## config.mk

```make
export PLATFORM = sky130hd
export DESIGN_NAME = http_response_body_deframer_unit_flat
export DESIGN_NICKNAME = d
export VERILOG_FILES = /design/src/rtl/hrbd_pkg.sv /design/src/rtl/hrbd_if.sv /design/src/rtl/hrbd_in_reg.sv /design/src/rtl/hrbd_step.sv /design/src/rtl/http_response_body_deframer_unit.sv /design/src/flat_wrapper.sv
export VERILOG_INCLUDE_DIRS = /design/src /design/src/rtl
export SDC_FILE = /design/constraint.sdc
export NUM_CORES = 1
export LEC_CHECK = 0
export BUFFER_PORTS_ARGS = -buffer_cell sky130_fd_sc_hd__buf_2
export CORE_ASPECT_RATIO = 0.6
export CORE_UTILIZATION = 31
export CTS_CLUSTER_SIZE = 12
export DETAILED_ROUTE_END_ITERATION = 6
export PLACE_DENSITY = 0.45
export SKIP_LAST_GASP = 1
export SYNTH_ARGS = -nofsm -noshare
export SYNTH_HDL_FRONTEND = slang
export SYNTH_SLANG_ARGS = --single-unit
```

## constraint.sdc

```tcl
create_clock -name clk_i -period 5.7 [get_ports clk_i]
set_input_delay 1.14 -clock clk_i [delete_from_list [all_inputs] [get_ports clk_i]]
set_output_delay 1.14 -clock clk_i [all_outputs]
set_load 0.005 [all_outputs]
```

## src/rtl/http_response_body_deframer_unit_defines.svh

```systemverilog
// Assertion macros for the HTTP response body deframer.
`ifndef HTTP_RESPONSE_BODY_DEFRAMER_UNIT_DEFINES_SVH
`define HTTP_RESPONSE_BODY_DEFRAMER_UNIT_DEFINES_SVH

`ifndef SYNTH
`define HRBD_ASSERT_NOW(lbl, cond, prop) \
  lbl: assert property (@(posedge clk_i) disable iff (!rst_ni) (cond) |-> (prop)) \
    else $error("hrbd: assertion failed");
`define HRBD_ASSERT_NEXT(lbl, cond, prop) \
  lbl: assert property (@(posedge clk_i) disable iff (!rst_ni) (cond) |=> (prop)) \
    else $error("hrbd: assertion failed");
`else
`define HRBD_ASSERT_NOW(lbl, cond, prop)
`define HRBD_ASSERT_NEXT(lbl, cond, prop)
`endif

`endif

```

## src/rtl/hrbd_pkg.sv

```systemverilog
// Types and constants shared by the HTTP response body deframer.
package hrbd_pkg;

  localparam logic [1:0] ACT_BYTE  = 2'd0;
  localparam logic [1:0] ACT_CLOSE = 2'd1;
  localparam logic [1:0] ACT_START = 2'd2;

  localparam logic [7:0] CHAR_LF  = 8'h0a;
  localparam logic [7:0] CHAR_CR  = 8'h0d;
  localparam logic [7:0] CHAR_SP  = 8'h20;
  localparam logic [7:0] CHAR_TAB = 8'h09;

  localparam logic [4:0] CL_LEN     = 5'd15;
  localparam logic [4:0] TE_LEN     = 5'd26;
  localparam logic [4:0] DIGIT_SEEN = 5'd16;

  localparam logic [7:0] CL_TEXT [15] = '{
    "C", "o", "n", "t", "e", "n", "t", "-", "L", "e", "n", "g", "t", "h", ":"
  };
  localparam logic [7:0] TE_TEXT [26] = '{
    "T", "r", "a", "n", "s", "f", "e", "r", "-", "E", "n", "c", "o", "d",
    "i", "n", "g", ":", " ", "c", "h", "u", "n", "k", "e", "d"
  };

  typedef enum logic [6:0] {
    PH_HEADER = 7'b0000001,
    PH_PLAIN  = 7'b0000010,
    PH_CSIZE  = 7'b0000100,
    PH_CEXT   = 7'b0001000,
    PH_CDATA  = 7'b0010000,
    PH_CTRAIL = 7'b0100000,
    PH_DONE   = 7'b1000000
  } hrbd_phase_e;

  typedef struct packed {
    hrbd_phase_e phase;
    logic [4:0]  match_pos;
    logic [1:0]  candidates;
    logic        after_newline;
    logic        parsing_digits;
    logic        length_given;
    logic        chunked_mode;
  } hrbd_ctl_t;

  localparam hrbd_ctl_t CTL_RESET = '{
    phase:          PH_HEADER,
    match_pos:      5'd0,
    candidates:     2'b11,
    after_newline:  1'b0,
    parsing_digits: 1'b0,
    length_given:   1'b0,
    chunked_mode:   1'b0
  };

  typedef struct packed {
    logic [1:0] action;
    logic [7:0] rx_byte;
  } hrbd_item_t;

  typedef struct packed {
    logic [7:0] body_byte;
    logic       byte_valid;
    logic       end_of_body;
  } hrbd_result_t;

  function automatic logic is_digit(input logic [7:0] c);
    return (c >= "0") && (c <= "9");
  endfunction

  function automatic logic is_hex(input logic [7:0] c);
    return is_digit(c) || ((c >= "a") && (c <= "f")) || ((c >= "A") && (c <= "F"));
  endfunction

  function automatic logic [3:0] hex_value(input logic [7:0] c);
    logic [7:0] v;
    if (is_digit(c)) begin
      v = c - 8'h30;
    end else if ((c >= "a") && (c <= "f")) begin
      v = c - 8'h57;
    end else begin
      v = c - 8'h37;
    end
    return v[3:0];
  endfunction

endpackage

```

## src/rtl/hrbd_if.sv

```systemverilog
// Request and result channel interfaces of the HTTP response body deframer.
interface hrbd_req_if;
  logic       valid;
  logic       ready;
  logic [1:0] action;
  logic [7:0] rx_byte;

  modport source (output valid, output action, output rx_byte, input ready);
  modport sink (input valid, input action, input rx_byte, output ready);
endinterface

interface hrbd_rsp_if;
  logic       valid;
  logic       ready;
  logic [7:0] body_byte;
  logic       byte_valid;
  logic       end_of_body;

  modport source (output valid, output body_byte, output byte_valid, output end_of_body,
                  input ready);
  modport sink (input valid, input body_byte, input byte_valid, input end_of_body,
                output ready);
endinterface

```

## src/rtl/hrbd_in_reg.sv

```systemverilog
// Input register stage: holds one request until the parser takes it.
module hrbd_in_reg (
  input  logic                clk_i,
  input  logic                rst_ni,
  hrbd_req_if.sink            req_i,
  input  logic                take_i,
  output logic                valid_o,
  output hrbd_pkg::hrbd_item_t item_o
);
  import hrbd_pkg::*;

  logic       valid_q;
  hrbd_item_t item_q;

  assign req_i.ready = !valid_q || take_i;
  assign valid_o     = valid_q;
  assign item_o      = item_q;

  always_ff @(posedge clk_i or negedge rst_ni) begin
    if (!rst_ni) begin
      valid_q <= 1'b0;
    end else if (req_i.valid && req_i.ready) begin
      valid_q <= 1'b1;
    end else if (take_i) begin
      valid_q <= 1'b0;
    end
  end

  always_ff @(posedge clk_i) begin
    if (req_i.valid && req_i.ready) begin
      item_q <= '{action: req_i.action, rx_byte: req_i.rx_byte};
    end
  end

endmodule

```

## src/rtl/hrbd_step.sv

```systemverilog
// Parser step: next state and optional result for one request.
module hrbd_step #(
  parameter int unsigned LENGTH_BITS = 32
) (
  input  hrbd_pkg::hrbd_item_t   item_i,
  input  hrbd_pkg::hrbd_ctl_t    ctl_i,
  input  logic [LENGTH_BITS-1:0] declared_i,
  input  logic [LENGTH_BITS-1:0] counted_i,
  input  logic [LENGTH_BITS-1:0] chunk_i,
  output hrbd_pkg::hrbd_ctl_t    ctl_o,
  output logic [LENGTH_BITS-1:0] declared_o,
  output logic [LENGTH_BITS-1:0] counted_o,
  output logic [LENGTH_BITS-1:0] chunk_o,
  output logic                   has_result_o,
  output hrbd_pkg::hrbd_result_t result_o
);
  import hrbd_pkg::*;

  localparam logic [LENGTH_BITS-1:0] LEN_MAX = '1;

  logic [7:0]             c;
  logic [LENGTH_BITS+3:0] dec_sum;
  logic [LENGTH_BITS-1:0] dec_next;
  logic [LENGTH_BITS-1:0] hex_next;
  logic [LENGTH_BITS-1:0] plain_cnt;
  logic [LENGTH_BITS-1:0] data_cnt;
  logic [1:0]             cand_m;
  logic [4:0]             pos_inc;

  assign c = item_i.rx_byte;

  // declared * 10 + digit, saturating
  assign dec_sum = {1'b0, declared_i, 3'b000} + {3'b000, declared_i, 1'b0}
                 + {{LENGTH_BITS{1'b0}}, c[3:0]};
  assign dec_next = (dec_sum[LENGTH_BITS+3:LENGTH_BITS] != 4'd0) ? LEN_MAX
                                                                  : dec_sum[LENGTH_BITS-1:0];
  assign hex_next = (chunk_i[LENGTH_BITS-1 -: 4] != 4'd0) ? LEN_MAX
                  : {chunk_i[LENGTH_BITS-5:0], hex_value(c)};
  assign plain_cnt = (counted_i != LEN_MAX) ? counted_i + 1'b1 : counted_i;
  assign data_cnt  = counted_i + 1'b1;

  assign cand_m[0] = ctl_i.candidates[0] && (ctl_i.match_pos < CL_LEN)
                   && (CL_TEXT[ctl_i.match_pos[3:0]] == c);
  assign cand_m[1] = ctl_i.candidates[1] && (ctl_i.match_pos < TE_LEN)
                   && (TE_TEXT[ctl_i.match_pos] == c);
  assign pos_inc   = ctl_i.match_pos + 5'd1;

  always_comb begin
    ctl_o        = ctl_i;
    declared_o   = declared_i;
    counted_o    = counted_i;
    chunk_o      = chunk_i;
    has_result_o = 1'b0;
    result_o     = '0;
    unique case (item_i.action)
      ACT_START: begin
        ctl_o      = CTL_RESET;
        declared_o = '0;
        counted_o  = '0;
        chunk_o    = '0;
      end
      ACT_CLOSE: begin
        if (ctl_i.phase != PH_DONE) begin
          ctl_o.phase          = PH_DONE;
          has_result_o         = 1'b1;
          result_o.end_of_body = 1'b1;
        end
      end
      ACT_BYTE: begin
        unique case (ctl_i.phase) inside
          PH_HEADER: begin
            if (c == CHAR_CR) begin
              ctl_o = ctl_i;
            end else if (c == CHAR_LF) begin
              if (ctl_i.after_newline) begin
                if (ctl_i.chunked_mode) begin
                  ctl_o.phase = PH_CSIZE;
                  chunk_o     = '0;
                end else begin
                  counted_o = '0;
                  if (ctl_i.length_given && (declared_i == '0)) begin
                    ctl_o.phase          = PH_DONE;
                    has_result_o         = 1'b1;
                    result_o.end_of_body = 1'b1;
                  end else begin
                    ctl_o.phase = PH_PLAIN;
                  end
                end
              end else begin
                ctl_o.after_newline  = 1'b1;
                ctl_o.match_pos      = 5'd0;
                ctl_o.candidates     = 2'b11;
                ctl_o.parsing_digits = 1'b0;
              end
            end else begin
              ctl_o.after_newline = 1'b0;
              if (ctl_i.parsing_digits) begin
                if (is_digit(c)) begin
                  declared_o      = dec_next;
                  ctl_o.match_pos = DIGIT_SEEN;
                end else if (!(((c == CHAR_SP) || (c == CHAR_TAB))
                               && (ctl_i.match_pos == CL_LEN))) begin
                  ctl_o.parsing_digits = 1'b0;
                end
              end else if ((ctl_i.candidates != 2'b00) && (ctl_i.match_pos < TE_LEN)) begin
                ctl_o.candidates = cand_m;
                if (cand_m != 2'b00) begin
                  ctl_o.match_pos = pos_inc;
                  if (cand_m[0] && (pos_inc == CL_LEN)) begin
                    ctl_o.length_given   = 1'b1;
                    ctl_o.parsing_digits = 1'b1;
                    ctl_o.candidates     = 2'b00;
                    declared_o           = '0;
                  end else if (cand_m[1] && (pos_inc == TE_LEN)) begin
                    ctl_o.chunked_mode = 1'b1;
                    ctl_o.candidates   = 2'b00;
                  end
                end
              end
            end
          end
          PH_PLAIN: begin
            counted_o           = plain_cnt;
            has_result_o        = 1'b1;
            result_o.body_byte  = c;
            result_o.byte_valid = 1'b1;
            if (ctl_i.length_given && (plain_cnt >= declared_i)) begin
              ctl_o.phase          = PH_DONE;
              result_o.end_of_body = 1'b1;
            end
          end
          PH_CSIZE, PH_CEXT: begin
            if (c == CHAR_LF) begin
              if (chunk_i == '0) begin
                ctl_o.phase          = PH_DONE;
                has_result_o         = 1'b1;
                result_o.end_of_body = 1'b1;
              end else begin
                counted_o   = '0;
                ctl_o.phase = PH_CDATA;
              end
            end else if ((c != CHAR_CR) && (ctl_i.phase == PH_CSIZE)) begin
              if (is_hex(c)) begin
                chunk_o = hex_next;
              end else begin
                ctl_o.phase = PH_CEXT;
              end
            end
          end
          PH_CDATA: begin
            counted_o           = data_cnt;
            has_result_o        = 1'b1;
            result_o.body_byte  = c;
            result_o.byte_valid = 1'b1;
            if (data_cnt >= chunk_i) begin
              ctl_o.phase = PH_CTRAIL;
            end
          end
          PH_CTRAIL: begin
            if (c == CHAR_LF) begin
              chunk_o     = '0;
              ctl_o.phase = PH_CSIZE;
            end
          end
          default: begin
            ctl_o = ctl_i;
          end
        endcase
      end
      default: begin
        ctl_o = ctl_i;
      end
    endcase
  end

endmodule

```

## src/rtl/http_response_body_deframer_unit.sv

```systemverilog
// Top level of the HTTP response body deframer: state, result register, checks.
// Takes one request per clock (a response byte, a connection close or a new
// response start), except while the input stalls, and passes on the body bytes
// of an HTTP/1.1 response, plain (Content-Length or read to close) or chunked.
// Every request is parsed combinationally while it sits in the input register;
// when it is taken, the parser state is updated and any result it yields is written
// to the result register, whose output is the response channel. A result
// register holds a finished result; while it waits unaccepted the input register
// keeps its request and the input stalls. A request that yields no result simply
// updates the parser state. Lengths are LENGTH_BITS wide and saturate at their
// maximum.
`include "http_response_body_deframer_unit_defines.svh"

module http_response_body_deframer_unit #(
  parameter int unsigned LENGTH_BITS = 32
) (
  input  logic      clk_i,
  input  logic      rst_ni,
  hrbd_req_if.sink   req_i,
  hrbd_rsp_if.source rsp_o
);
  import hrbd_pkg::*;

  logic                   in_valid;
  hrbd_item_t             item;
  logic                   fire;
  hrbd_ctl_t              ctl_q, ctl_d;
  logic [LENGTH_BITS-1:0] declared_q, declared_d;
  logic [LENGTH_BITS-1:0] counted_q, counted_d;
  logic [LENGTH_BITS-1:0] chunk_q, chunk_d;
  logic                   has_result;
  hrbd_result_t           result;
  logic                   rsp_valid_q;
  hrbd_result_t           rsp_q;

  assign fire = in_valid && (!rsp_valid_q || rsp_o.ready);

  hrbd_in_reg u_in_reg (
    .clk_i   (clk_i),
    .rst_ni  (rst_ni),
    .req_i   (req_i),
    .take_i  (fire),
    .valid_o (in_valid),
    .item_o  (item)
  );

  hrbd_step #(
    .LENGTH_BITS (LENGTH_BITS)
  ) u_step (
    .item_i       (item),
    .ctl_i        (ctl_q),
    .declared_i   (declared_q),
    .counted_i    (counted_q),
    .chunk_i      (chunk_q),
    .ctl_o        (ctl_d),
    .declared_o   (declared_d),
    .counted_o    (counted_d),
    .chunk_o      (chunk_d),
    .has_result_o (has_result),
    .result_o     (result)
  );

  always_ff @(posedge clk_i or negedge rst_ni) begin
    if (!rst_ni) begin
      ctl_q       <= CTL_RESET;
      declared_q  <= '0;
      counted_q   <= '0;
      chunk_q     <= '0;
      rsp_valid_q <= 1'b0;
    end else begin
      if (fire) begin
        ctl_q      <= ctl_d;
        declared_q <= declared_d;
        counted_q  <= counted_d;
        chunk_q    <= chunk_d;
      end
      if (fire && has_result) begin
        rsp_valid_q <= 1'b1;
      end else if (rsp_o.ready) begin
        rsp_valid_q <= 1'b0;
      end
    end
  end

  always_ff @(posedge clk_i) begin
    if (fire && has_result) begin
      rsp_q <= result;
    end
  end

  assign rsp_o.valid       = rsp_valid_q;
  assign rsp_o.body_byte   = rsp_q.body_byte;
  assign rsp_o.byte_valid  = rsp_q.byte_valid;
  assign rsp_o.end_of_body = rsp_q.end_of_body;

  `HRBD_ASSERT_NEXT(a_end_sets_done, fire && has_result && result.end_of_body, ctl_q.phase == PH_DONE)
  `HRBD_ASSERT_NOW(a_done_is_quiet, fire && (ctl_q.phase == PH_DONE), !has_result)
  `HRBD_ASSERT_NOW(a_bare_result_ends, rsp_valid_q && !rsp_q.byte_valid, rsp_q.end_of_body)

endmodule

```

## src/flat_wrapper.sv

```systemverilog
// flat-port wrapper written by rule: the top's interface ports become plain ports
module http_response_body_deframer_unit_flat import hrbd_pkg::*;
#(
  parameter int unsigned LENGTH_BITS = 32
)
  (clk_i, rst_ni, req_i_valid, req_i_action, req_i_rx_byte, req_i_ready, rsp_o_valid, rsp_o_body_byte, rsp_o_byte_valid, rsp_o_end_of_body, rsp_o_ready);
  hrbd_req_if req_i_i ();
  hrbd_rsp_if rsp_o_i ();
  input  logic clk_i;
  input  logic rst_ni;
  input wire logic [$bits(req_i_i.valid)-1:0] req_i_valid;
  input wire logic [$bits(req_i_i.action)-1:0] req_i_action;
  input wire logic [$bits(req_i_i.rx_byte)-1:0] req_i_rx_byte;
  output wire logic [$bits(req_i_i.ready)-1:0] req_i_ready;
  output wire logic [$bits(rsp_o_i.valid)-1:0] rsp_o_valid;
  output wire logic [$bits(rsp_o_i.body_byte)-1:0] rsp_o_body_byte;
  output wire logic [$bits(rsp_o_i.byte_valid)-1:0] rsp_o_byte_valid;
  output wire logic [$bits(rsp_o_i.end_of_body)-1:0] rsp_o_end_of_body;
  input wire logic [$bits(rsp_o_i.ready)-1:0] rsp_o_ready;
  assign req_i_i.valid = req_i_valid;
  assign req_i_i.action = req_i_action;
  assign req_i_i.rx_byte = req_i_rx_byte;
  assign req_i_ready = req_i_i.ready;
  assign rsp_o_valid = rsp_o_i.valid;
  assign rsp_o_body_byte = rsp_o_i.body_byte;
  assign rsp_o_byte_valid = rsp_o_i.byte_valid;
  assign rsp_o_end_of_body = rsp_o_i.end_of_body;
  assign rsp_o_i.ready = rsp_o_ready;
  http_response_body_deframer_unit #(.LENGTH_BITS(LENGTH_BITS)) u_core (.clk_i(clk_i), .rst_ni(rst_ni), .req_i(req_i_i), .rsp_o(rsp_o_i));
endmodule
```

# --- Word-level counts from Yosys, hierarchy flattened ---
# Memory sizes are Yosys's and may differ from the RTL's.
# Cells that the tools add are included.
totals:
  elab_cells: 236
  rom_bits: 384
  in_bits: 14
  latchBits: 0
  register_bits: 136
  memories: 2
  ram_bits: 0
  out_inout_bits: 12
memory_table:
  columns: ["memory", "words", "width", "rd", "rd_clocked_by_memory_dff", "write_ports", "line", "source"]
  rows:
  - ["(name not given)", 32, 8, 1, 0, 0, "hrbd_step.sv:45", "&& (TE_TEXT[ctl_i.match_pos] == c);"]
  - ["(name not given)", 16, 8, 1, 0, 0, "hrbd_step.sv:43", "&& (CL_TEXT[ctl_i.match_pos[3:0]] == c);"]
op_classes:
  magnitude_cmp: 12
  div: 0
  shifts: 0
  add_sub_neg: 7
  n_reduce_logical: 48
  mul: 0
  n_mux: 90
  eq_ne: 58
  bitwise_logic: 2
ops:
  columns: ["cell", "count"]
  rows:
  - ["$mux 32", 25]
  - ["$pmux 32 s2", 3]
  - ["$pmux 32 s4", 1]
  - ["$mux 7", 14]
  - ["$pmux 32 s3", 1]
  - ["$ge 32x32->1", 2]
  - ["$logic_not 32->1", 2]
  - ["$ne 3x3->1 const B", 15]
  - ["$add 35x33->36", 1]
  - ["$add 36x4->36", 1]
  - ["$pmux 7 s5", 1]
  - ["$add 32x1->32 const B", 1]
  - ["$mux 8", 4]
  - ["$ne 32x32->1 const B", 1]
  - ["$reduce_and 9->1", 3]
  - ["$eq 8x4->1 const B", 3]
  - ["$pmux 11 s2", 1]
  - ["$pmux 7 s3", 1]
  - ["$ne 2x2->1 const B", 10]
  - ["$mux 1", 19]
  - ["$mux 18", 1]
  - ["$mux 9", 2]
  - ["$logic_and 1x1->1", 17]
  - ["$eq 8x8->1", 2]
  - ["other kinds (53)", 86]

# --- Longest topological paths before layout ---
# Gate-level depths: netlist of run 1.
depth:
  ltp_word: 16
  ltp_mapped: 18
  ltp_nobuf: 17

# --- Hierarchy ---
# Synthesis of run 1 repeated with hierarchy kept, for this count alone.
hier_totals:
  cells_unflattened: 1630
  area_unflattened_um2: 13887.1
modules_own_cells:
  columns: ["mod", "area_each_um2", "n_inst", "cells_each", "seq_area_each_um2"]
  rows:
  - ["hrbd_step", 8738.4, 1, 1359, 0.0]
  - ["http_response_body_deframer_unit", 4794.6, 1, 257, 3181.8]
  - ["hrbd_in_reg", 354.1, 1, 14, 325.3]

# --- Worst setup path after synthesis of run 1 ---
# OpenSTA, ideal clock, no wires.
synth_path:
  kind: "register -> register"
  start: "register u_core.counted_q[0]"
  end: "register u_core.ctl_q[12] (netlist bit)"
  period_less_slack_ns: 4.294
  t_required_ns: 5.575
  setup_slack_ns: 1.406
  path_stages_with_launch: 19
  setup_ns: 0.125
  path_buffers: 3
  arrival_time_ns: 4.168
  cell_sequence: "dfrtp_1 > ha_1 > and3_1 > nand4_1 > or3_1 > or3_1 > clkbuf_1 > clkbuf_1 > xnor2_1 > ha_1 > nand2b_1 > a2111oi_0 > or4_1 > a21oi_1 > o211ai_1 > o211ai_1 > o311a_1 > buf_6 > mux2_4"
synth_between:
  elab_chain_cells: 6
  word_cells_on_any_way: 9
  cone_classes: "1 x add/sub; 2 x order compare; 3 x eq/ne; 1 x mux; 2 x reduce/logical"
synth_rtl:
  columns: ["element", "line", "source"]
  rows:
  - ["start, declared", "http_response_body_deframer_unit.sv:29", "logic [LENGTH_BITS-1:0] counted_q, counted_d;"]
  - ["start signal, assigned", "http_response_body_deframer_unit.sv:74", "counted_q <= counted_d;"]
  - ["$add 32x1->32 or $ne 32x32->1 (tied branches)", "hrbd_step.sv:39, hrbd_step.sv:40", null]
  - ["$mux 32", "hrbd_step.sv:39", "assign plain_cnt = (counted_i != LEN_MAX) ? counted_i + 1'b1 : counted_i;"]
  - ["$ge 32x32->1", "hrbd_step.sv:127", "if (ctl_i.length_given && (plain_cnt >= declared_i)) begin"]
  - ["$logic_and 1x1->1", "hrbd_step.sv:127", null]
  - ["$ne 3x3->1 (no source line)", null, null]
  - ["$reduce_and 12->1 (no source line) (*)", null, null]
  - ["end signal, assigned", "http_response_body_deframer_unit.sv:72", "ctl_q <= ctl_d;"]
  - ["end, declared", "http_response_body_deframer_unit.sv:27", "hrbd_ctl_t ctl_q, ctl_d;"]
# Mark *: on every way between the ends. The rest lies on a longest branch, timed or not.
# A chain may end at the register's enable or synchronous reset.

# --- Worst setup path in the final report of run 1 ---
layout_path:
  start: "register u_core.counted_q[0]"
  end: "register u_core.ctl_q[16] (netlist bit)"
# The elaborated chain is that of the path after synthesis.

==> results.toml, run 1 <==
[run_status]
outcome = "complete, no violations"

[cells_and_area]
layout-area-overhead-vs-synth_pct = 10.44
stdcell_area_um2 = 13280
final_cell_mix = "o21ai_0 (142), ha_1 (141), nand2_1 (124), a21oi_1 (116), dfrtp_1 (113)"
final_common_cell = "o21ai_0"
drive_gt1_share_pct = 8.247
final_util_pct = 35.03
antenna_cells = 0
fin_nets = 1587

[pwr]
p_sw_share_pct = 31.06
pwr-share-seq_pct = 37.6
vdd_drop_max_mv = 0.1757
clockPowerShare_pct = 42.6
power_density_nw_per_um2 = 228.4
report.power.total_mw = 3.034
switchingPower_uw = 942.3
intPower_mw = 2.092
p_leak_nw = 5.963
pwr-share-comb_pct = 19.8

[floorplanning]
start_util_pct = 31.72
die-area_um2 = 39620
coreArea_um2 = 37920
dieHeight_um = 154.6
num_rows = 55
die_w_um = 256.3
ios = 26

[worst_setup_path]
critPathLaunchType = "flip-flop"
slowest_delay_ns = 0.59
crit_buf_inv = 0
cpMaxStageDelayCell = "or3_1"
critPathArrivalTime_ns = 5.46
path_cells = "ha_1 > and3_1 > nand4_1 > or3_1 > or3_1 > mux2_2 > ha_1 > a2111oi_0 > or4_1 > a21oi_1 > o211ai_1 > o211ai_1 > o311a_1 > mux2_4"
cp-end-kind = "flip-flop"
cp_max_fo = 12
worstPathRequired_ns = 6.02
critPathTopFamily = "simple AND/OR/NAND/NOR gates"
path_class = "reg2reg"
r2r_slack_ns = 0.56

[sta]
fin_crit_ns = 5.142
setup_viol = 0
rsz0062_at_grt = "false"
finalSetupTns_ns = 0
tightest_slew_ns = 1.125
hold_viol_final = 0
fin_hold_ws_ns = 0.4886
period_share_pct = 90.20
fin_skew_ns = 0.01070
final_max_slew_viol_count = 0
max_freq_mhz = 194.5
relSlewSlack_pct = 24.29

[detailed_routing]
wire_per_inst_um = 19.88
antenna_left = 0
viasPerCell = 5.496
routed_wl_mm = 38.88
drc = 0
dr.pass1.iters = 5
drtIter0Drc = 1032
via_count = 10750

[synthesis]
syn_area_um2 = 12030
ys_ff_latch = 136
yosysWarnings = 0
syn_area_per_cell_um2 = 8.312
synth-async-reset-ratio_pct = 85.29
synth_seq_area_share_pct = 29.16
netlist_instances = 1447
synth_ff_type = "dfrtp_1"
synth-edff-count = 20
synth_nets = 1604
synth.distinct_cells = 87

[clock_tree]
cts-root-buf = "clkbuf_16"
clk_latency_ns = 0.44
cts_inserted_buffers = 17
ctsResizeCount = 0
cts_buffer_depth = 2
cts_tree = "built"
cts_setup_buffers = 0
holdBufCountCts = 0
cts_htree_levels = 4
path_clk_slew_ns = 0.06
cts.sinks = 136

[place]
postPlaceCellArea_um2 = 12630
gp_congestion = 0.8733
portBuffers = 25
hpwlAfterDp_mm = 29.50

[global_route]
antenna_found_initial = 0
grt_pass1_vias = 10100
track_usage_pct = 19.83
grt_max_degree = 65
grt_remaining_overflow = 0
grt_first_pass_wirelength_mm = 60.86

[flow_run]
max_cap_violations = 0

[hold_path]
min_path_type = "reg2reg"
## worst paths after layout
kind / startpoint / to / depth (start not counted)
min: u_core.chunk_q[28] / u_core.chunk_q[28] / 2
min in group asynchronous: rst_ni / u_core.declared_q[21] / 1
max reg2reg: u_core.counted_q[0] / u_core.ctl_q[16] / 14
min reg2reg: u_core.chunk_q[28] / u_core.chunk_q[28] / 2
max in group asynchronous: rst_ni / u_core.chunk_q[29] / 2
max: u_core.counted_q[0] / u_core.ctl_q[16] / 14
## layout make-up
| type | count | area [µm²] |
|---|---|---|
| fillers | 3943 | 24630 |
| multi-input cells | 1142 | 7876 |
| flip-flops and latches | 136 | 3507 |
| well taps | 513 | 641.9 |
| clock buffers | 18 | 429.2 |
| inverters | 93 | 349.1 |
| repair buffers | 40 | 252.7 |
| clock inverters | 14 | 227.7 |
## layer usage
metal | GRT usage, % | routed length (µm)
met1 | 33.96 | 22520
met2 | 24.60 | 14050
met5 | 0 | 0
met3 | 3.360 | 2123
met4 | 2.994 | 188
## metrics by stage
| stage | std cells | setup WS [ns] |
|---|---|---|
| 6_report | 1956 | 0.5584 |
| 5_1_grt | 1956 | 0.2681 |
| 4_1_cts | 1956 | 0.6314 |
| 3_5_place_dp | 1924 | 0.6575 |
| 3_3_place_gp | 1924 | 0.7072 |
| 2_1_floorplan | 1447 | 1.406 |
## worst min-delay path: cells and delay by family (launching register included)
kind	cells	cell delay [ns]
AO/OA/AOI/OAI	1	0.06
flip-flops	1	0.35
AND/OR/NAND/NOR	1	0.05
## sequential cells by signal, summed over array words and instances (netlist names)
register,count
u_core.chunk_q,32
u_core.rsp_o.end_of_body,1
u_core.u_in_reg.item_o,10
u_core.rsp_o.byte_valid,1
u_core.rsp_o.body_byte,8
u_core.ctl_q,18
u_core.counted_q,32
u_core.declared_q,32
u_core.rsp_o.valid,1
u_core.u_in_reg.valid_o,1
## power by group through the flow
stage,Clock [mW],Sequential [mW],Combinational [mW]
after floorplan,0,1.10,0.475
after global placement,0,1.15,0.596
after detailed placement,0,1.15,0.595
after CTS,1.31,1.14,0.597
after global routing,1.35,1.15,0.662
final,1.29,1.14,0.601
## kinds of logic after synthesis
family,Yosys count,synth area share [%]
AND/OR/NAND/NOR,466,20.09
AO/OA/AOI/OAI,448,23.21
buffers and inverters,169,5.628
adder cells (fa/ha/maj),143,15.00
flip-flops,136,29.16
XOR/XNOR,62,4.515
multiplexers,23,2.403
## cell usage after synthesis (all sizes together) (39+ instances only)
cell,number,area share (%)
o21ai,144,6.0
xnor2,40,2.9
nand2,124,3.9
dfrtp,113,24
nand2b,39,2.0
ha,141,15
nand3,43,1.8
a31oi,44,2.3
nor2,90,2.8
a21oi,116,4.8
clkbuf,57,1.8
inv,93,2.9
No activity file was read; power rests on OpenSTA's default activity.
==> inputs of run 2 (changes only) <==
- REMOVE_ABC_BUFFERS: default -> 1
==> results.toml, run 2 (synthesis gave the netlist of run 1 again) <==
[cells_and_area]
fin_nets = 1589
final_cell_mix = "o21ai_0 (142), ha_1 (141), nand2_1 (124), a21oi_1 (116), dfrtp_1 (113)"
drive_gt1_share_pct = 7.900
fill_cells = 3934
regArea_um2 = 3507
layout-area-overhead-vs-synth_pct = 9.144
antenna_cells = 0
final_common_cell = "o21ai_0"
multi_input_area_um2 = 7874
fin_cells = 1956
largestRegisters = "u_core.chunk_q: 32 flops, u_core.counted_q: 32 flops, u_core.declared_q: 32 flops"

[sta]
rsz0062_at_grt = "false"
period_share_pct = 91.26
relSlewSlack_pct = 28.84
max_freq_mhz = 192.2
final_max_slew_viol_count = 0
tightest_slew_ns = 1.059
finalWorstSetupSlack_ns = 0.4979
hold_viol_final = 0
fin_skew_ns = 0.007413
setup_viol = 0
finalSetupTns_ns = 0
fin_crit_ns = 5.202

[global_route]
grt_remaining_overflow = 0
grt_first_pass_wirelength_mm = 60.56
antenna_found_initial = 0
grt_max_degree = 65
grt_pass1_vias = 9998
track_usage_pct = 19.69

[pwr]
report.power.total_mw = 2.747
vdd_drop_max_mv = 0.1156
pwr-share-seq_pct = 41.4
switchingPower_uw = 901.5
p_leak_nw = 5.899
pwr-share-comb_pct = 22.4
clockPowerShare_pct = 36.2
intPower_mw = 1.846
p_sw_share_pct = 32.81
power_density_nw_per_um2 = 209.3

[worst_setup_path]
cp_max_fo = 17
critPathArrivalTime_ns = 5.52
path_class = "reg2reg"
cp-startpoint = "u_core.counted_q[0]"
r2r_start = "u_core.counted_q[0]"
worstPathRequired_ns = 6.02
cp-end-kind = "flip-flop"
cpMaxStageDelayCell = "or3_1"
path_cells = "ha_1 > and3_1 > nand4_1 > or3_1 > or3_1 > buf_4 > buf_4 > nand2b_1 > ha_1 > and4_1 > a21oi_1 > nand2_1 > a221oi_1 > o211ai_1 > o311a_1 > mux2_4"
critPathLaunchType = "flip-flop"
slowest_delay_ns = 0.61

[detailed_routing]
drc = 0
dr.pass1.iters = 5
routed_wl_mm = 38.11
antenna_left = 0
drtIter0Drc = 832
viasPerCell = 5.482
via_count = 10720
wire_per_inst_um = 19.48

[clock_tree]
cts-root-buf = "clkbuf_16"
clk_latency_ns = 0.44
cts_setup_buffers = 0
path_clk_slew_ns = 0.06
cts_buffer_depth = 2
cts.sinks = 136
cts_tree = "built"
cts_htree_levels = 4
ctsResizeCount = 0
cts_inserted_buffers = 17
holdBufCountCts = 0

[floorplanning]
die-area_um2 = 39620
die_w_um = 256.3
start_util_pct = 31.72
num_rows = 55
ios = 26
dieHeight_um = 154.6
coreArea_um2 = 37920

[hold_path]
hold_start = "u_core.chunk_q[28]"
min_path_type = "reg2reg"

[run_status]
outcome = "complete, no violations"

[place]
hpwlAfterDp_mm = 29.56
portBuffers = 25
dp_worst_setup_slack_ns = 0.5378
gp_congestion = 0.8694
dp_cells = 1926

[flow_run]
max_cap_violations = 0
## run 2: cell types whose count changed in the layout (fill, tap and decap cells not counted), moves of 2 or more
cell,change
bufinv_16,-6
clkbuf_1,+5
buf_4,+3
clkbuf_8,+2
clkinvlp_4,-2
## run 2: final timing paths
check / end / slack, ns / cells past startpoint
min in group asynchronous: u_core.counted_q[28] / 0.64 / 1
setup reg to reg: u_core.ctl_q[17] / 0.50 / 16
hold reg to reg: u_core.chunk_q[28] / 0.49 / 2
setup / recovery: u_core.ctl_q[17] / 0.50 / 16
max in group asynchronous: u_core.ctl_q[9] / 3.93 / 2
hold / removal: u_core.chunk_q[28] / 0.49 / 2
## run 2: worst max-delay path, delay by kind of cell, from the launching register on
family,cells,cell delay (ns)
flops,1,0.45
fa+ha+maj,2,0.46
buf+inv,2,0.45
mux,1,0.36
compound gates,4,1.34
simple gates,7,2.02
## run 2: power by group through the flow
stage,logic (mW),registers (mW),clock network [mW]
after floorplan,0.419,1.12,0
after global placement,0.603,1.15,0
after detailed placement,0.608,1.15,0
after CTS,0.610,1.13,1.03
after global routing,0.678,1.14,1.07
final,0.616,1.14,0.995
## run 2: through the flow
stage	hold slack [ns]	util, %	area, µm²
floorplan	0.4498	-	11700
global placement	0.4672	33.30	12630
detailed placement	0.4773	33.30	12630
CTS	0.4905	34.62	13130
global route	0.5418	34.62	13130
finish	0.4870	34.62	13130
## run 2: layout make-up
| cell class | count | area share, % |
|---|---|---|
| timing repair buffer | 42 | 1.944 |
| inverter | 93 | 2.659 |
| multi-input combinational | 1142 | 59.98 |
| sequential | 136 | 26.72 |
| clock buffer | 25 | 3.622 |
| tap | 513 | 4.889 |
| clock inverter | 5 | 0.1906 |
## run 2: metal layers
metal / share of wire, % / routed length [µm] / track usage [%]
met5: 0 / 0 / 0
met3: 5.0 / 1894 / 3.228
met1: 60 / 22800 / 34.88
met2: 35 / 13170 / 22.78
met4: 0.64 / 244 / 3.593
